==> src/rtl/coo_sparse_scatter_add_macros.svh <==
// Assertion helpers for the block's top module.
`ifndef COO_SPARSE_SCATTER_ADD_MACROS_SVH
`define COO_SPARSE_SCATTER_ADD_MACROS_SVH

// Checks on every clock edge outside reset that the consequent follows the antecedent.
`define CSS_ASSERT_IMPLY(lbl, ante, cons, msg) \
    lbl: assert property (@(posedge i_clk) disable iff (!i_rst_n) \
        (ante) |-> (cons)) else $error(msg);

// Checks on every clock edge outside reset that an expression never holds.
`define CSS_ASSERT_NEVER(lbl, expr, msg) \
    lbl: assert property (@(posedge i_clk) disable iff (!i_rst_n) \
        !(expr)) else $error(msg);

`endif

==> src/rtl/css_pkg.sv <==
package css_pkg;

    localparam int MAX_DIMS    = 4;
    localparam int STORE_DEPTH = 4096;
    localparam int NUM_INDEX   = 4;
    localparam int IDX_W       = 2;
    localparam int COORD_W     = 12;
    localparam int WORD_W      = 32;
    localparam int FRAC_W      = 16;
    localparam int DIMS_CAP    = (MAX_DIMS < NUM_INDEX) ? MAX_DIMS : NUM_INDEX;
    localparam int CNT_W       = $clog2(DIMS_CAP + 1);
    localparam int OFF_W       = 2 * COORD_W + IDX_W;
    localparam int ADDR_W      = $clog2(STORE_DEPTH);
    localparam int PROD_W      = 2 * WORD_W;
    localparam int SUM_W       = PROD_W - FRAC_W + 1;
    localparam int NDIM_W      = 3;

    localparam logic signed [WORD_W-1:0] ALPHA_RST = 32'sd65536;

    typedef enum logic [1:0] {
        CMD_ACC   = 2'd0,
        CMD_WRITE = 2'd1,
        CMD_READ  = 2'd2
    } t_cmd;

    typedef enum logic [2:0] {
        CFG_ALPHA    = 3'd0,
        CFG_NUM_DIMS = 3'd1,
        CFG_STRIDE_0 = 3'd2,
        CFG_STRIDE_1 = 3'd3,
        CFG_STRIDE_2 = 3'd4,
        CFG_STRIDE_3 = 3'd5
    } t_cfg_idx;

    typedef enum logic [2:0] {
        S_CLEAR,
        S_IDLE,
        S_OFFSET,
        S_ADD,
        S_RDOUT,
        S_PUSH
    } t_state;

    typedef logic [NUM_INDEX-1:0][COORD_W-1:0] t_coord_arr;

    typedef struct packed {
        logic              start;
        logic [NDIM_W-1:0] num_dims;
    } t_off_req;

    typedef struct packed {
        logic             done;
        logic [OFF_W-1:0] offset;
    } t_off_stat;

endpackage

==> src/rtl/css_offset.sv <==
module css_offset import css_pkg::*; (
    input  logic       i_clk,
    input  logic       i_rst_n,
    input  t_off_req   i_req,
    input  t_coord_arr i_index,
    input  t_coord_arr i_stride,
    output t_off_stat  o_stat
);

    logic             r_busy;
    logic [CNT_W-1:0] r_dim;
    logic [CNT_W-1:0] r_last;
    logic [OFF_W-1:0] r_acc;
    t_coord_arr       r_index;

    logic [CNT_W-1:0]     w_eff;
    logic [2*COORD_W-1:0] w_prod;
    logic                 w_done;

    // Dimension counts above what the block supports fall back to the cap.
    assign w_eff = (CNT_W'(i_req.num_dims) > CNT_W'(DIMS_CAP) ||
                    i_req.num_dims > NDIM_W'(DIMS_CAP)) ?
                   CNT_W'(DIMS_CAP) : CNT_W'(i_req.num_dims);

    // One index-times-stride product per cycle into the running offset.
    assign w_prod = r_index[r_dim[IDX_W-1:0]] * i_stride[r_dim[IDX_W-1:0]];
    assign w_done = r_busy && (r_dim == r_last);

    always_ff @(posedge i_clk) begin
        if (!i_rst_n) begin
            r_busy <= 1'b0;
            r_dim  <= '0;
            r_last <= '0;
        end else if (i_req.start) begin
            r_busy <= 1'b1;
            r_dim  <= '0;
            r_last <= w_eff;
        end else if (r_busy) begin
            if (w_done) begin
                r_busy <= 1'b0;
            end else begin
                r_dim <= r_dim + 1'b1;
            end
        end
    end

    always_ff @(posedge i_clk) begin
        if (i_req.start) begin
            r_acc   <= '0;
            r_index <= i_index;
        end else if (r_busy && !w_done) begin
            r_acc <= r_acc + OFF_W'(w_prod);
        end
    end

    assign o_stat.done   = w_done;
    assign o_stat.offset = r_acc;

endmodule

==> config.mk <==
export PLATFORM = sky130hd
export DESIGN_NAME = css_offset
export DESIGN_NICKNAME = d
export VERILOG_FILES = /design/src/rtl/coo_sparse_scatter_add_macros.svh /design/src/rtl/css_pkg.sv /design/src/rtl/css_offset.sv
export SDC_FILE = /design/constraint.sdc
export NUM_CORES = 1
export LEC_CHECK = 0
export BUFFER_PORTS_ARGS = -buffer_cell sky130_fd_sc_hd__buf_2
export CORE_MARGIN = 2
export CORE_UTILIZATION = 64
export DETAILED_ROUTE_END_ITERATION = 6
export PLACE_DENSITY = 0.95
export SETUP_SLACK_MARGIN = 0.05
export SLEW_MARGIN = 5
export SYNTH_ARGS = -nofsm -noshare
export SYNTH_HDL_FRONTEND = slang
export SYNTH_SLANG_ARGS = --single-unit
export TNS_END_PERCENT = 30
==> constraint.sdc <==
create_clock -name i_clk -period 15.3 [get_ports i_clk]
set_clock_uncertainty 0.05 [all_clocks]
set_input_delay 1.53 -clock i_clk [delete_from_list [all_inputs] [get_ports i_clk]]
set_output_delay 1.53 -clock i_clk [all_outputs]
set_load 0.005 [all_outputs]
Yosys cells after proc, flatten, opt, wreduce, memory -nomap -nowiden
Index checks and enable logic that the tools add are counted.
{"block": "totals", "elab_cells": 29, "out_inout_bits": 27, "ff_bits": 81}
{"block": "classes", "n_reduce_logical": 5, "eq_ne": 1, "order_cmp": 2, "add_sub_neg": 2, "n_mul": 1, "bitwise_logic": 2, "muxes": 8}
{"op": "binary-select mux 12 bit (select 2 bit)", "count": 2}
{"op": "adder 26 x 24 -> 26 bit", "count": 1}
{"op": "multiplier 12 x 12 -> 24 bit", "count": 1}
{"op": "two-way mux 12 bit", "count": 2}
{"op": "adder 3 x 1 -> 3 bit, second input constant", "count": 1}
{"op": "== test 3 bit", "count": 1}
{"op": "greater-than comparator 3 bit, second input constant", "count": 1}
{"op": "less-than comparator 2 x 3 -> 1 bit, second input constant", "count": 1}
{"op": "two-way mux 1 bit", "count": 3}
{"op": "two-way mux 3 bit", "count": 1}
{"op": "logical AND 1 bit", "count": 2}
{"op": "inverter 1 bit", "count": 2}
{"op": "AND reduction 2 bit", "count": 1}
{"op": "OR reduction 2 bit", "count": 1}
{"op": "logical NOT 1 bit", "count": 1}

Depth between registers and ports, before layout
Gate-level depths: netlist (run 1).
{"block": "depth", "ltp_word": 5, "ltp_mapped": 24, "depth_no_buf": 21}

Worst setup path before layout (run 1)
OpenSTA, ideal clock, no wires.
{"block": "synth_path", "path_kind": "input port to flip-flop", "from": "input port i_stride[36] in the netlist's numbering", "to": "register r_acc[25]", "n_path_buf": 1, "cell_stages": 21, "arrival_ns": 6.930, "slack_ns": 8.197, "path_cell_list": "mux4_2 clkbuf_1 and2_1 fa_1 inv_1 fa_1 inv_1 fa_1 fa_1 inv_1 fa_1 inv_1 ha_1 nand3_1 nand3b_1 a31oi_1 o31ai_1 o21a_1 a221o_1 mux2i_1 mux2_1"}
{"block": "synth_between", "elab_chain_cells": 4}
{"element": "from (decl)", "line": "css_offset.sv:6", "rtl": "input t_coord_arr i_stride,"}
{"element": "binary-select mux 12 bit (select 2 bit)", "line": "css_offset.sv:26", "rtl": "assign w_prod = r_index[r_dim[IDX_W-1:0]] * i_stride[r_dim[IDX_W-1:0]];"}
{"element": "two-way mux 12 bit (not written as such)", "line": "css_offset.sv:26"}
{"element": "multiplier 12 x 12 -> 24 bit", "line": "css_offset.sv:26"}
{"element": "adder 26 x 24 -> 26 bit", "line": "css_offset.sv:52", "rtl": "r_acc <= r_acc + OFF_W'(w_prod);"}
{"element": "to (signal assigned)", "line": "css_offset.sv:52"}
{"element": "to (decl)", "line": "css_offset.sv:13", "rtl": "logic [OFF_W-1:0] r_acc;"}
Every way passes these cells. The select of a mux whose other input is x is not followed.
A chain may end at the register's enable or synchronous reset.

Final worst setup path (run 1)
Same ends and word-level chain as after synthesis.

==> results of run 1 <==
through the flow:
stage / power, mW / hold WS (ns)
floorplan: 1.60 / 0.411
global placement: 1.92 / 0.406
detailed placement: 1.98 / 0.416
CTS: 2.26 / 0.425
global route: 2.50 / 0.450
finish: 2.28 / 0.426
path summary, 6_finish.rpt:
path                startpoint         to  depth (start not counted)
hold reg to reg       r_acc[3]   r_acc[3]                          2
setup / recovery  i_stride[36]  r_acc[25]                         21
setup reg to reg      r_dim[0]  r_acc[25]                         20
hold / removal        r_acc[3]   r_acc[3]                          2
registers in the layout, indices dropped and copies added (netlist names):
name / count
r_acc: 26
r_last: 3
r_dim: 3
r_index: 48
r_busy: 1
where the power goes:
group          internal (mW)  switching (mW)  total, mW
registers              0.256          0.0208      0.277
logic                  0.726            1.03       1.76
clock network          0.145          0.0959      0.240
total                   1.13            1.15       2.28
worst register-to-register path: stages (launching register included):
cell and delay [ns]:
dfxtp_2 0.98, mux4_2 0.81, and2_1 0.25, fa_1 0.54, inv_1 0.05, fa_1 0.48, inv_1 0.05, fa_1 0.48
fa_1 0.56, inv_1 0.05, fa_1 0.48, inv_1 0.04, ha_1 0.34, nand3_1 0.13, nand3b_1 0.08, a31oi_1 0.41
o31ai_1 0.20, o21a_1 0.25, a221o_1 0.33, mux2i_1 0.17, mux2_1 0.34
logic make-up (layout without fill, tap and decap cells):
| kind of cell | after synthesis | after routing | synth area share (%) |
|---|---|---|---|
| AO/OA/AOI/OAI | 90 | 90 | 6.36 |
| XOR/XNOR | 19 | 19 | 1.88 |
| adder cells (fa/ha/maj) | 191 | 191 | 37.3 |
| buffers and inverters | 236 | 340 | 10.1 |
| flip-flops | 81 | 81 | 23.7 |
| multiplexers | 28 | 28 | 6.56 |
| AND/OR/NAND/NOR | 256 | 256 | 14.1 |
area by class of cell:
type	count	area, um^2	share of cell area, %
clock buffer	9	225	2.27
clock inverter	7	103	1.03
inverter	193	724	7.30
multi-input combinational	584	5880	59.3
sequential	81	2100	21.2
tap	180	225	2.27
timing repair buffer	131	663	6.68
layer usage:
metal / vias to the layer above / share of wire (%) / global-route usage [%]
li1: 3019 / - / -
met1: 3408 / 34 / 37.6
met2: 417 / 51 / 55.2
met3: 124 / 8.4 / 7.02
met4: 0 / 6.3 / 20.5
met5: - / 0 / 0
synth_stat cells, types with 4 or more instances:
library cell	count	share of area, %
ha_1	68	9.6
nor2b_1	6	0.42
clkbuf_1	38	1.6
xor2_1	5	0.49
nand3b_1	5	0.42
a31oi_1	5	0.35
and2_1	80	5.6
edfxtp_1	48	16
dfxtp_1	33	7.4
o21ai_0	11	0.62
xnor2_1	14	1.4
nor2_1	25	1.1
nor3_1	5	0.28
fa_1	123	28
o211ai_1	5	0.42
a211oi_1	4	0.34
nand3_1	6	0.34
mux4_2	24	6.1
a21oi_1	36	2.0
inv_1	193	8.2
nand2_1	114	4.8
buf_2	4	0.23
nand4_1	4	0.28
a21o_1	11	0.93
==> impl_metrics.json, run 1 <==
{
  "quantity_of_hold_fixing_buffers_added_after_cts": 0,
  "layout.cell_area.non_filler_um2": 9930,
  "commonest_non_fill_non_tap_cell_in_the_layout": "inv_1",
  "critical_path_buf_inv_count": 5,
  "first_global_vias": 7640,
  "drv_slew": 0,
  "nNetsFinal": 1293,
  "drc": 0,
  "clock.fmax_mhz": 138,
  "layout.core_utilization_pct": 72.4,
  "grt_start_max_net_pins": 81,
  "synth-seq-area-share_pct": 23.7,
  "detail-route-antenna-nets": 0,
  "timing.setup.tns_ns": 0,
  "h-tree-depth": 3,
  "grt.overflow.total": 0,
  "post_syn_instances": 901,
  "critical_path_arrival_ns": 7.42,
  "cts_root_buffer": "clkbuf_16",
  "syn-cell-area_um2": 8870,
  "post_layout_nonfiller_instances": 1185,
  "routed_via_density": 5.88,
  "fp.dieW_um": 122,
  "pre_cts_slack_ns": 7.73,
  "critical-path-max-stage-delay_ns": 0.59,
  "power.static_leakage_nw": 4.88,
  "finalCritPeriodShare_pct": 47.2,
  "post_drt_wl_per_cell_um": 19.0,
  "postPlaceCellArea_um2": 9600,
  "drt-initial-drc-count": 586,
  "floorplan.rows": 43,
  "syn_nets": 1194,
  "via_count": 6968,
  "critical_path_class": "input port to register",
  "post_synth.cell_area_avg_um2": 9.85,
  "cpMaxStageDelayCell": "mux4_2",
  "antenna_cells": 0,
  "critical_path.top_delay_family": "adder cells",
  "crit_path_frequent_cell": "fa_1",
  "fillers": 876,
  "power_density_nw_per_um2": 229,
  "initial_core_util_pct": 64.7,
  "antenna_found_initial": 0,
  "die_y_um": 122,
  "groute.usage.overall_pct": 32.6,
  "path_cells": "buf_2 -> mux4_2 -> and2_1 -> fa_1 -> inv_1 -> fa_1 -> inv_1 -> fa_1 -> fa_1 -> inv_1 -> fa_1 -> inv_1 -> ha_1 -> nand3_1 -> nand3b_1 -> a31oi_1 -> o31ai_1 -> o21a_1 -> a221o_1 -> mux2i_1 -> mux2_1",
  "rsz0062_at_grt": "false",
  "placed_cells_incl_taps": 1169,
  "postCtsResizedCells": 0,
  "worst-path-max-fanout": 12,
  "yosys.cell_types.count": 43,
  "dominantRegCellSynth": "edfxtp_1",
  "ir_worst_vdd_v": 0.000245,
  "clock_path_buffers": 2,
  "synth_enable_flop_cells": 48,
  "hold_path.class": "register to register",
  "ys_async_sr_fraction_pct": 0,
  "clk_latency_ns": 0.36,
  "layout_setup_ws_ns": 8.07,
  "crit_path_required_time_ns": 15.49,
  "ioPinCount": 129,
  "setup.worst_path.end_class": "register",
  "startpoint_type": "input port",
  "floorplan.die_area_um2": 14800,
  "totalWireLength_um": 22500,
  "synth_seq_cells": 81,
  "cts.repair_timing.setup_buffer_count": 0,
  "final-setup-viol-count": 0,
  "cts_sinks": 81,
  "synth.yosys.warnings": 0,
  "drive_gt1_share_pct": 17.6,
  "layout_common_cells": "193 x inv_1, 128 x buf_2, 123 x fa_1",
  "port-buffer-count": 128,
  "area_growth_syn_to_layout_pct": 11.9,
  "worst_slew_margin_rel_pct": 34.1,
  "tightestPinTransition_ns": 0.988,
  "r2r_setup_slack_ns": 8.10,
  "fin_crit_ns": 7.23,
  "gpl.final_weighted_congestion": 0.894,
  "cts_tree": "done",
  "placeableCoreArea_um2": 13700,
  "drv.max_cap_violation_count": 0,
  "total_cts_buffers": 9,
  "status": "finished, final reports clean",
  "cts.reportedPaths.clkPinSlew_ns": 0.06,
  "hold_viol_final": 0,
  "place.detailed.hpwl_um": 16300,
  "grt_first_pass_wirelength_um": 36700,
  "drt_pre_antenna_iters": 5
}
Note: power is estimated with default switching activity, not from simulation.
==> inputs of run 2 (changes only) <==
CORE_UTILIZATION = 54   (was 64)
PLACE_DENSITY = 0.9   (was 0.95)
clock period = 6.3 ns   (was 15.3 ns; I/O delays follow)
==> run 2 against run 1 <==
The run now ends with setup timing left. Flip-flop and latch count stayed put. Non-clock buffer count is 42 higher. Core utilization is 7.1 points lower. Setup slack worse by 8.1 ns. Sequential share of layout area is 1.0 points lower. Critical path depth is 2 lower. Die area is 18% higher.
==> impl_metrics.json, run 2 (synthesis gave the netlist of run 1 again) <==
{
  "worst-path-max-fanout": 11,
  "antenna_cells": 0,
  "nNetsFinal": 1335,
  "cts_root_buffer": "clkbuf_16",
  "cts_tree": "done",
  "drt_pre_antenna_iters": 5,
  "reg2reg_from": "r_dim[0]",
  "critical-path-max-stage-delay_ns": 0.64,
  "startpoint_type": "register",
  "setup.worst_path.end_class": "register",
  "timing.setup.tns_ns": -0.0244,
  "finalCritPeriodShare_pct": 100,
  "critical_path_arrival_ns": 6.51,
  "met2_usage_pct": 49.5,
  "crit_path_frequent_cell": "fa_1",
  "grt_most_used_layer": "met2",
  "rsz0062_at_grt": "true",
  "placeableCoreArea_um2": 16000,
  "final-setup-viol-count": 1,
  "cts_sinks": 81,
  "hold_viol_final": 0,
  "antenna_found_initial": 0,
  "timing.reg2reg.worst_path_depth": 19,
  "global_route.usage.met1_pct": 29.8,
  "clock_path_buffers": 2,
  "clock.fmax_mhz": 158,
  "area_growth_syn_to_layout_pct": 17.7,
  "total_cts_buffers": 9,
  "grt_start_max_net_pins": 53,
  "die_y_um": 132,
  "crit_path_required_time_ns": 6.49,
  "total_power_after_layout_mw": 6.07,
  "drive_gt1_share_pct": 23.1,
  "multi_input_area_um2": 5970,
  "pre_cts_slack_ns": -0.0302,
  "layout_setup_ws_ns": -0.0244,
  "ioPinCount": 129,
  "worst_slew_margin_rel_pct": 37.0,
  "fillers": 1176,
  "tightestPinTransition_ns": 0.943,
  "h-tree-depth": 3,
  "path_cells": "clkbuf_16 -> mux4_2 -> and2_4 -> fa_1 -> fa_1 -> fa_1 -> fa_1 -> inv_1 -> fa_1 -> inv_1 -> ha_1 -> a21o_1 -> a21oi_2 -> inv_1 -> or3_1 -> o21a_1 -> a221o_1 -> mux2i_1 -> mux2_1",
  "drv.max_cap_violation_count": 0,
  "commonest_non_fill_non_tap_cell_in_the_layout": "inv_1",
  "initial_core_util_pct": 55.5,
  "largestRegisters": "r_index: 48 flops, r_acc: 26 flops",
  "fp.dieW_um": 132,
  "failed_checks": "setup timing",
  "totalWireLength_um": 23700,
  "cpMaxStageDelayCell": "mux4_2",
  "floorplan.die_area_um2": 17500,
  "floorplan.rows": 46,
  "fin_crit_ns": 6.32,
  "largest_reg_flops": 48,
  "post_drt_wl_per_cell_um": 18.8,
  "via_count": 7116,
  "drt-initial-drc-count": 687,
  "clk_latency_ns": 0.35,
  "grt_first_pass_wirelength_um": 36500,
  "place.detailed.hpwl_um": 17100,
  "worst_hold_path.num_cells": 1,
  "first_global_vias": 7509,
  "power.static_leakage_nw": 5.12,
  "cts.reportedPaths.clkPinSlew_ns": 0.07,
  "power_density_nw_per_um2": 582,
  "layout.core_utilization_pct": 65.3,
  "gpl.final_weighted_congestion": 0.948,
  "port-buffer-count": 128,
  "drc": 0,
  "groute.usage.overall_pct": 26.6,
  "detail-route-antenna-nets": 0,
  "ir_worst_vdd_v": 0.000638,
  "grt.overflow.total": 0,
  "crit_start": "r_dim[0]",
  "top_register": "r_index",
  "hold_path.startpoint": "i_index[18]",
  "final-seq-area_um2": 2110,
  "grtUsageMet3_pct": 3.88,
  "routed_via_density": 5.63,
  "critical_path_class": "register to register",
  "hold_path.class": "input port to register",
  "layout_common_cells": "193 x inv_1, 128 x buf_2, 122 x fa_1",
  "drv_slew": 0,
  "status": "complete, but fails checks"
}
==> run 2: changes by cell type in the layout (fill, tap and decap cells not counted), sizes merged <==
| cell | before | now |
|---|---|---|
| buf | 131 | 171 |
| clkbuf | 9 | 11 |
==> run 2: cell type report <==
type                       instances  share of cell area (%)
multi-input combinational        584                    57.2
sequential                        81                    20.2
timing repair buffer             173                    9.98
inverter                         193                    6.94
tap                              216                    2.59
clock buffer                       9                    2.16
clock inverter                     7                   0.982
==> run 2: path summary, 6_finish.rpt <==
check                              endpoint  slack, ns
worst max-delay path              r_acc[25]      -0.02
worst min register to register    r_acc[11]       0.42
worst max register to register    r_acc[25]      -0.02
worst min-delay path            r_index[18]       0.40
==> run 2: metrics by stage <==
stage	std cells	hold WS, ns	area (um^2)
4_1_cts	1255	0.390	10300
6_report	1263	0.400	10400
2_1_floorplan	901	0.411	8920
3_5_place_dp	1238	0.409	9940
5_1_grt	1263	0.395	10400
3_3_place_gp	1238	0.401	9940
==> run 2: critical path: cells and delay by family (launching register included) <==
family | cells | cell delay, ns
AND/OR/NAND/NOR | 2 | 0.58
flip-flops | 1 | 0.42
buffers and inverters | 4 | 0.35
AO/OA/AOI/OAI | 4 | 0.93
multiplexers | 3 | 1.14
adder cells (fa/ha/maj) | 6 | 2.74
==> run 2: where the power goes <==
group          total (mW)  internal [mW]  switching [mW]
clock network       0.583          0.351           0.231
registers           0.673          0.622          0.0503
logic                4.82           2.09            2.73
==> run 2: per-layer routing <==
| layer | routed length, um | vias up |
|---|---|---|
| li1 | - | 3107 |
| met1 | 8050 | 3499 |
| met2 | 12700 | 399 |
| met3 | 1550 | 111 |
| met4 | 1370 | 0 |
| met5 | 0 | - |
==> run 2: repair_timing <==
action	4_1_cts	5_1_grt
pin swaps	0	6
setup endpoints to repair	2	10
hold buffers	0	0
gates resized for setup	11	15
gates cloned	0	2
buffers inserted	1	6
==> inputs of run 3 (changes only) <==
CELL_PAD_IN_SITES_DETAIL_PLACEMENT = 0   (was default)
CELL_PAD_IN_SITES_GLOBAL_PLACEMENT = 1   (was default)
CORE_UTILIZATION = 42   (was 54)
==> run 3 against run 2 <==
The flow now finishes without violations. Wire length down 11%. Flip-flop and latch count unchanged. Combinational power up 7.3%. Hold slack better by 0.0016 ns. Clock-buffer cell count unchanged.
==> impl_metrics.json, run 3 (synthesis gave the netlist of run 1 again) <==
{
  "status": "finished, final reports clean",
  "finalCritPeriodShare_pct": 98.5,
  "cts_root_buffer": "clkbuf_16",
  "gpl.final_weighted_congestion": 0.875,
  "antenna_cells": 0,
  "largestRegisters": "r_index: 48 flops, r_acc: 26 flops",
  "tightestPinTransition_ns": 0.627,
  "critical_path_arrival_ns": 6.39,
  "grt_first_pass_wirelength_um": 32000,
  "floorplan.die_area_um2": 22300,
  "commonest_non_fill_non_tap_cell_in_the_layout": "inv_1",
  "hold_path.startpoint": "i_index[19]",
  "area_growth_syn_to_layout_pct": 23.5,
  "die_y_um": 149,
  "initial_core_util_pct": 42.5,
  "routed_via_density": 4.99,
  "grt_start_max_net_pins": 53,
  "setup.worst_path.end_class": "register",
  "path_cells": "buf_12 -> buf_4 -> mux4_2 -> and2_4 -> fa_1 -> fa_1 -> fa_1 -> fa_1 -> inv_2 -> fa_1 -> inv_2 -> ha_4 -> a21o_1 -> a21oi_2 -> inv_1 -> or3_4 -> o21a_1 -> a221o_1 -> mux2i_1 -> mux2_1",
  "ioPinCount": 129,
  "port-buffer-count": 128,
  "grt.overflow.total": 0,
  "drv.max_cap_violation_count": 0,
  "power_density_nw_per_um2": 586,
  "via_count": 6756,
  "final-seq-area_um2": 2110,
  "critical_path_class": "register to register",
  "final-setup-viol-count": 0,
  "fin_crit_ns": 6.20,
  "h-tree-depth": 3,
  "place.detailed.hpwl_um": 16300,
  "post_drt_wl_per_cell_um": 15.5,
  "layout_common_cells": "189 x inv_1, 129 x buf_2, 116 x fa_1",
  "top_register": "r_index",
  "largest_reg_flops": 48,
  "timing.rr.end": "r_acc[25]",
  "groute.usage.overall_pct": 18.3,
  "drt_pre_antenna_iters": 5,
  "reg2reg_from": "r_dim[0]",
  "crit_path_required_time_ns": 6.49,
  "hold_viol_final": 0,
  "placed_cells_incl_taps": 1301,
  "startpoint_type": "register",
  "first_global_vias": 6679,
  "detail-route-antenna-nets": 0,
  "cpMaxStageDelayCell": "mux4_2",
  "drv_slew": 0,
  "rsz0062_at_grt": "true",
  "fp.dieW_um": 149,
  "post_layout_nonfiller_instances": 1354,
  "ir_worst_vdd_v": 0.000687,
  "total_cts_buffers": 9,
  "multi_input_area_um2": 6140,
  "r2r_setup_slack_ns": 0.1,
  "worst-path-max-fanout": 7,
  "drive_gt1_share_pct": 27.5,
  "placeableCoreArea_um2": 20900,
  "cts_tree": "done",
  "critical_path_buf_inv_count": 5,
  "quantity_of_hold_fixing_buffers_added_after_cts": 0,
  "drt-initial-drc-count": 318,
  "clock_path_buffers": 2,
  "critical_path.top_delay_family": "adder cells",
  "worst_hold_path.num_cells": 1,
  "antenna_found_initial": 0,
  "cts_sinks": 81,
  "timing.reg2reg.worst_path_depth": 20,
  "critical-path-max-stage-delay_ns": 0.56,
  "nNetsFinal": 1367,
  "hold_path.class": "input port to register",
  "timing.setup.tns_ns": 0,
  "power.static_leakage_nw": 5.27,
  "floorplan.rows": 53,
  "worst_slew_margin_rel_pct": 58.2,
  "fillers": 1814,
  "hold_path_end": "r_index[19]",
  "crit_path_frequent_cell": "fa_1",
  "clock.fmax_mhz": 161,
  "drc": 0,
  "totalWireLength_um": 21100,
  "cts.reportedPaths.clkPinSlew_ns": 0.07,
  "clk_latency_ns": 0.35
}
[run 3: through the flow]
step / hold WS, ns / util (%) / setup slack, ns / cell area (um^2) / total power, mW
floorplan: 0.411 / - / 0.0506 / 8920 / 3.93
detailed placement: 0.416 / 48.1 / -0.0136 / 10100 / 5.18
global placement: 0.405 / 48.1 / 0.0483 / 10100 / 5.10
global route: 0.390 / 52.5 / -0.0714 / 11000 / 7.08
CTS: 0.389 / 49.9 / 0.0542 / 10400 / 5.82
finish: 0.401 / 52.5 / 0.0970 / 11000 / 6.42
[run 3: final cells by class]
class | count | share of cell area (%)
multi-input combinational | 586 | 56.0
timing repair buffer | 203 | 12.0
tap | 275 | 3.14
sequential | 81 | 19.2
clock inverter | 7 | 0.925
clock buffer | 9 | 2.05
inverter | 193 | 6.61
[run 3: layer usage]
metal  wire [um]  track usage (%)  share of wire [%]
met5           0                0                  0
met2       10900             32.5                 52
met1        8420             22.8                 40
met3        1120             3.12                5.3
met4         571             5.57                2.7
[run 3: worst max-delay path by stage]
stage	slack [ns]	end	start	cells past startpoint
final	0.1	r_acc[25]	r_dim[0]	20
after floorplan	0.05	r_acc[25]	r_dim[0]	23
after global routing	-0.07	r_acc[25]	r_dim[0]	22
after detailed placement	-0.01	r_acc[25]	i_stride[45]	19
after global placement	0.05	r_acc[25]	i_stride[45]	19
after CTS	0.05	r_acc[25]	r_dim[0]	21
[run 3: timing repair]
action | in CTS | in global routing
buffers inserted | 2 | 32
cloned | 0 | 3
pin swaps | 0 | 34
resized for setup | 2 | 64
endpoints found under the hold margin | 0 | 0
endpoints found under the setup margin | 1 | 9
[run 3: where the power goes]
part | total (mW) | internal (mW) | switching [mW]
Sequential | 0.666 | 0.622 | 0.0444
Combinational | 5.17 | 2.38 | 2.80
Clock | 0.578 | 0.351 | 0.227
Total | 6.42 | 3.35 | 3.07
[run 3: worst register-to-register path, delay by kind of cell (launching register included)]
family	cells	cell delay, ns
flip-flops	1	0.40
adder cells (fa/ha/maj)	6	2.74
buffers and inverters	5	0.43
AO/OA/AOI/OAI	4	0.89
AND/OR/NAND/NOR	2	0.52
multiplexers	3	1.06
